$ cat src/hw/rtl/dual_modular_polynomial_hash_macros.svh
// Assertion macros shared by the hash block.
`ifndef DUAL_MODULAR_POLYNOMIAL_HASH_MACROS_SVH
`define DUAL_MODULAR_POLYNOMIAL_HASH_MACROS_SVH

// Same-cycle implication, checked out of reset.
`define DMPH_ASSERT_NOW(label, ante, cons) \
  label: assert property (@(posedge clk_i) disable iff (!rst_ni) (ante) |-> (cons)) \
    else $error("dmph assertion failed");

// Next-cycle implication, checked out of reset.
`define DMPH_ASSERT_NEXT(label, ante, cons) \
  label: assert property (@(posedge clk_i) disable iff (!rst_ni) (ante) |=> (cons)) \
    else $error("dmph assertion failed");

`endif

$ cat src/hw/rtl/dmph_pkg.sv
// Constants and types shared by the dual-modulus hash modules.
package dmph_pkg;

  localparam logic [29:0] ModFirst  = 30'd1000000007;
  localparam logic [29:0] ModSecond = 30'd1000000009;
  localparam logic [29:0] MixFactor = 30'd1000000014;
  localparam logic [29:0] BaseReset = 30'd100003;

  // register indexes on the config port
  localparam logic CfgFirstBase  = 1'b0;
  localparam logic CfgSecondBase = 1'b1;

  // one byte request handed to the residue units
  typedef struct packed {
    logic       fire;
    logic       last;
    logic [7:0] byte_val;
  } dmph_item_t;

endpackage

$ cat src/hw/rtl/dmph_mac.sv
// Modular multiply-accumulate unit: one residue, one base, one byte per cycle while not busy.
module dmph_mac import dmph_pkg::*; #(
  parameter logic [29:0] Modulus = 30'd1000000007
) (
  input  logic        clk_i,
  input  logic        rst_ni,
  input  logic        base_we_i,
  input  logic [29:0] base_i,
  input  dmph_item_t  item_i,
  output logic        busy_o,
  output logic [29:0] residue_o
);

  localparam logic [31:0] Mod1x = 32'(Modulus);
  localparam logic [31:0] Mod2x = 32'(2 * 64'(Modulus));
  localparam logic [31:0] Mod3x = 32'(3 * 64'(Modulus));

  // k * 2^30 mod M and k * 2^35 mod M, folded back into the low 30 bits
  logic [29:0] tbl_lo [32];
  logic [29:0] tbl_hi [32];

  for (genvar k = 0; k < 32; k++) begin : g_tbl
    assign tbl_lo[k] = 30'((64'(k) << 30) % 64'(Modulus));
    assign tbl_hi[k] = 30'((64'(k) << 35) % 64'(Modulus));
  end

  function automatic logic [29:0] fold_mod(input logic [39:0] s);
    logic [9:0]  hi;
    logic [31:0] r;
    hi = s[39:30];
    r  = 32'(s[29:0]) + 32'(tbl_lo[hi[4:0]]) + 32'(tbl_hi[hi[9:5]]);
    if (r >= Mod3x) begin
      r = r - Mod3x;
    end else if (r >= Mod2x) begin
      r = r - Mod2x;
    end else if (r >= Mod1x) begin
      r = r - Mod1x;
    end
    return r[29:0];
  endfunction

  // pow_k holds base * 2^(8k) mod M, so residue * base splits into byte digits
  logic [29:0] res_q, res_d;
  logic [29:0] pow0_q, pow1_q, pow2_q, pow3_q;
  logic [1:0]  step_q, step_d;
  logic [29:0] base_red;
  logic [29:0] pow_src, pow_next;
  logic [37:0] pp0, pp1, pp2, pp3;
  logic [39:0] mac_sum;
  logic [29:0] mac_res;

  assign base_red = (base_i >= Modulus) ? base_i - Modulus : base_i;

  always_comb begin
    case (step_q)
      2'd1:    pow_src = pow0_q;
      2'd2:    pow_src = pow1_q;
      default: pow_src = pow2_q;
    endcase
    pow_next = fold_mod({2'b00, pow_src, 8'h00});
  end

  assign pp0 = 38'(res_q[7:0])   * 38'(pow0_q);
  assign pp1 = 38'(res_q[15:8])  * 38'(pow1_q);
  assign pp2 = 38'(res_q[23:16]) * 38'(pow2_q);
  assign pp3 = 38'(res_q[29:24]) * 38'(pow3_q);

  assign mac_sum = 40'(pp0) + 40'(pp1) + 40'(pp2) + 40'(pp3) + 40'(item_i.byte_val);
  assign mac_res = fold_mod(mac_sum);

  always_comb begin
    res_d  = res_q;
    step_d = step_q;
    if (item_i.fire) begin
      res_d = item_i.last ? '0 : mac_res;
    end
    if (base_we_i) begin
      step_d = 2'd1;
    end else if (step_q != 2'd0) begin
      step_d = step_q + 2'd1;
    end
  end

  always_ff @(posedge clk_i or negedge rst_ni) begin
    if (!rst_ni) begin
      res_q  <= '0;
      step_q <= 2'd1;
      pow0_q <= BaseReset;
    end else begin
      res_q  <= res_d;
      step_q <= step_d;
      if (base_we_i) begin
        pow0_q <= base_red;
      end
    end
  end

  always_ff @(posedge clk_i) begin
    if (!base_we_i) begin
      if (step_q == 2'd1) begin
        pow1_q <= pow_next;
      end
      if (step_q == 2'd2) begin
        pow2_q <= pow_next;
      end
      if (step_q == 2'd3) begin
        pow3_q <= pow_next;
      end
    end
  end

  assign busy_o    = (step_q != 2'd0);
  assign residue_o = mac_res;

endmodule

$ cat config.mk
export PLATFORM = sky130hd
export DESIGN_NAME = dmph_mac
export DESIGN_NICKNAME = d
export VERILOG_FILES = /design/src/hw/rtl/dual_modular_polynomial_hash_macros.svh /design/src/hw/rtl/dmph_pkg.sv /design/src/hw/rtl/dmph_mac.sv
export SDC_FILE = /design/constraint.sdc
export NUM_CORES = 2
export LEC_CHECK = 0
export BUFFER_PORTS_ARGS = -buffer_cell sky130_fd_sc_hd__buf_2
export CORE_ASPECT_RATIO = 1.75
export CORE_MARGIN = 2
export CORE_UTILIZATION = 46
export CTS_CLUSTER_DIAMETER = 50
export DETAILED_ROUTE_END_ITERATION = 8
export GPL_TIMING_DRIVEN = 0
export MAX_ROUTING_LAYER = met4
export PLACE_DENSITY_LB_ADDON = 0.08
export SLEW_MARGIN = 15
export SYNTH_ARGS = -nofsm -noshare
export SYNTH_HDL_FRONTEND = slang
export SYNTH_SLANG_ARGS = --single-unit
$ cat constraint.sdc
create_clock -name clk_i -period 15.44 [get_ports clk_i]
set_clock_uncertainty 0.15 [all_clocks]
set_input_delay 0 -clock clk_i [delete_from_list [all_inputs] [get_ports clk_i]]
set_output_delay 0 -clock clk_i [all_outputs]
set_load 0.005 [all_outputs]
==> flow_metrics.py <==
metrics = {
    "finish": {
        "seqCellArea_um2": 4280,
        "drive_above_1_share": 0.0905,
        "layout.nets": 7091,
        "fill_cells": 10342,
        "mostFrequentLayoutCells": "1004 x inv_1, 880 x fa_1, 817 x nand2_1",
        "multi_input_area_um2": 39700,
        "final_common_cell": "inv_1",
        "syn_to_final_growth_pct": 9.98,
    },
    "worst_setup_path": {
        "worst_setup_path_end_kind": "output pin",
        "endpoint": "residue_o[19]",
        "slowest_delay_ns": 0.87,
        "critPathLaunch": "pow2_q[2]$_DFFE_PP_",
        "rr_worst_depth": 45,
        "cpMostUsedCell": "fa_1",
        "cp_max_fo": 12,
        "r2r_slack_ns": 0.40,
        "r2r_end": "res_q[19]$_DFFE_PN0P_",
        "worstPathRequired_ns": 15.29,
        "arrival_ns": 15.26,
        "timing.rr.start": "pow2_q[2]$_DFFE_PP_",
        "cp-start-kind": "flip-flop",
        "crit_type": "reg -> out",
        "cp_slowest_cell": "edfxtp_1",
    },
    "yosys": {
        "syn_avg_cell_area_um2": 8.44,
        "ys.flop_type": "edfxtp_1",
        "syn_nets": 6939,
        "syn_area_um2": 48300,
        "synth_edf_count": 90,
        "syn_inst": 5725,
        "async_flop_share": 0.408,
        "synth-seq-cells": 152,
        "yosysTopAreaCell": "fa_1",
        "ys_warn_count": 0,
        "seq_area_frac_synth": 0.0883,
        "synth_top_area_share": 0.366,
        "synth.area.top_cells": "fa_1 37%, inv_1 7.8%, ha_1 7.4%",
        "synthDistinctLibCells": 121,
    },
    "outcome": {
        "status": "completed",
    },
    "detailed_routing": {
        "wl_mm": 221,
        "drt_iter0_markers": 3326,
        "wire_per_inst_um": 30.4,
        "remaining_drc_errors": 0,
        "antenna_left": 0,
        "via_per_inst": 6.02,
        "first_pass_iters": 6,
        "vias": 43674,
    },
    "floorplan": {
        "io_pins": 74,
        "row_count": 157,
        "die-area_um2": 108000,
        "die_w_um": 249,
        "core_um2": 104000,
        "initial_core_util": 0.463,
        "die_h_um": 433,
    },
    "timing": {
        "setup_viol_count_final": 0,
        "finalHoldViolCount": 0,
        "period_needed_ns": 15.41,
        "max_freq_mhz": 64.9,
        "relSlewSlack": 0.221,
        "holdWs_ns": 0.0485,
        "slew_viol_final": 0,
        "rsz0062_at_grt": "yes",
        "max_slew.worst_pin.slew_ns": 1.17,
        "fin_crit_sh": 0.998,
    },
    "global_routing": {
        "grt_max_degree": 31,
        "grt_pass1_wl_mm": 316,
        "grt_antenna_before_repair": 21,
        "grt_use_total": 0.430,
        "first_global_vias": 45591,
        "globalRouteOverflowTotal": 0,
    },
    "cts": {
        "cts_tree": "built",
        "cts.sinks": 152,
        "htree_levels": 4,
        "cts_buffers": 17,
        "worstSkewPairLatency_ns": 0.45,
        "clk_pin_slew_ns": 0.08,
        "cts_root_buf": "clkbuf_16",
        "clockBufferDepth": 2,
    },
    "placement": {
        "io_buffers": 72,
        "place.gp.congestion": 1.07,
        "dp_hpwl_mm": 188,
    },
    "run": {
        "drv_cap": 0,
    },
    "worst_hold_path": {
        "hold_class": "in -> async",
    },
}
[worst max-delay path: cells and delay by family, from the launching register on]
| family | cells | cell delay [ns] |
|---|---|---|
| buffers and inverters | 10 | 1.52 |
| muxes | 1 | 0.35 |
| and+or+nand+nor | 9 | 2.52 |
| AOI/OAI and AO/OA | 11 | 3.44 |
| xor gates and xnor gates | 2 | 0.43 |
| adders and majority gates | 12 | 5.59 |
| DFF | 1 | 0.87 |
[stage by stage]
stage                     setup TNS [ns]  cells  utilization  instance area, um^2  worst slack (ns)
after floorplan                        0   5725            -                48300              2.41
after global placement           -172.63   7148        0.483                50400             -3.12
after detailed placement         -137.40   7154        0.484                50500             -2.54
after CTS                              0   7231        0.503                52500           0.00395
after global routing             -0.0281   7257        0.509                53100           -0.0142
final                                  0   7258        0.509                53100            0.0331
[worst min path at each step]
stage | slack, ns | endpoint | depth (start not counted) | startpoint
final | 0.05 | pow0_q[7]$_DFFE_PN1P_ | 2 | rst_ni
after global routing | 0.08 | pow0_q[7]$_DFFE_PN1P_ | 2 | rst_ni
after CTS | 0.04 | pow0_q[5]$_DFFE_PN1P_ | 2 | rst_ni
after detailed placement | -0.15 | pow0_q[28]$_DFFE_PN0P_ | 1 | rst_ni
after global placement | 0.12 | res_q[11]$_DFFE_PN0P_ | 2 | item_i[8]
after floorplan | -0.45 | pow0_q[11]$_DFFE_PN0P_ | 0 | rst_ni
[logic make-up (layout without fill, tap and decap cells)]
group / count (synthesis) / in the layout / synth area share
simple gates: 1805 / 1805 / 0.178
flops: 152 / 152 / 0.0883
fa+ha+maj: 1172 / 1172 / 0.441
compound gates: 1059 / 1059 / 0.150
buf+inv: 1343 / 1508 / 0.106
other cells: 0 / 17 / 0
mux: 18 / 18 / 0.00404
xor+xnor: 176 / 176 / 0.0325
[cell usage after synthesis, drive strengths merged, types with 73 or more instances]
master / count
inv: 1004
fa: 884
nand2: 820
and2: 385
a21oi: 301
ha: 287
clkbuf: 285
nor2: 266
o21ai: 188
xnor2: 117
edfxtp: 90
nand3: 73
[metal layers]
metal | track usage | wire length [um]
met1 | 0.384 | 65800
met2 | 0.746 | 112000
met3 | 0.0880 | 14000
met4 | 0.427 | 28800
met5 | - | 0
[area by class of cell]
type / count / area share
Multi-Input combinational cell: 4230 / 0.747
Antenna cell: 17 / 0.000801
Buffer: 279 / 0.0255
Tap cell: 1351 / 0.0318
Clock buffer: 17 / 0.00801
Inverter: 1005 / 0.0710
Sequential cell: 152 / 0.0805
Clock inverter: 15 / 0.00365
Timing Repair Buffer: 192 / 0.0320
[flip-flops by register name, summed over array words and instances, names as in the netlist]
| name | flops |
|---|---|
| pow0_q | 30 |
| pow1_q | 30 |
| pow2_q | 30 |
| pow3_q | 30 |
| res_q | 30 |
| step_q | 2 |
[what timing repair did]
| action | 4_1_cts | 5_1_grt |
|---|---|---|
| hold endpoints to repair | 102 | 0 |
| resized for setup | 166 | 144 |
| setup buffers | 31 | 30 |
| gates cloned | 0 | 0 |
| setup endpoints to repair | 60 | 60 |
| pin swaps | 10 | 17 |
| hold buffers | 53 | 0 |
Power is left out: the tool's default activity adds up to more than one toggle a clock period on the data nets, which glitch-free logic cannot reach.
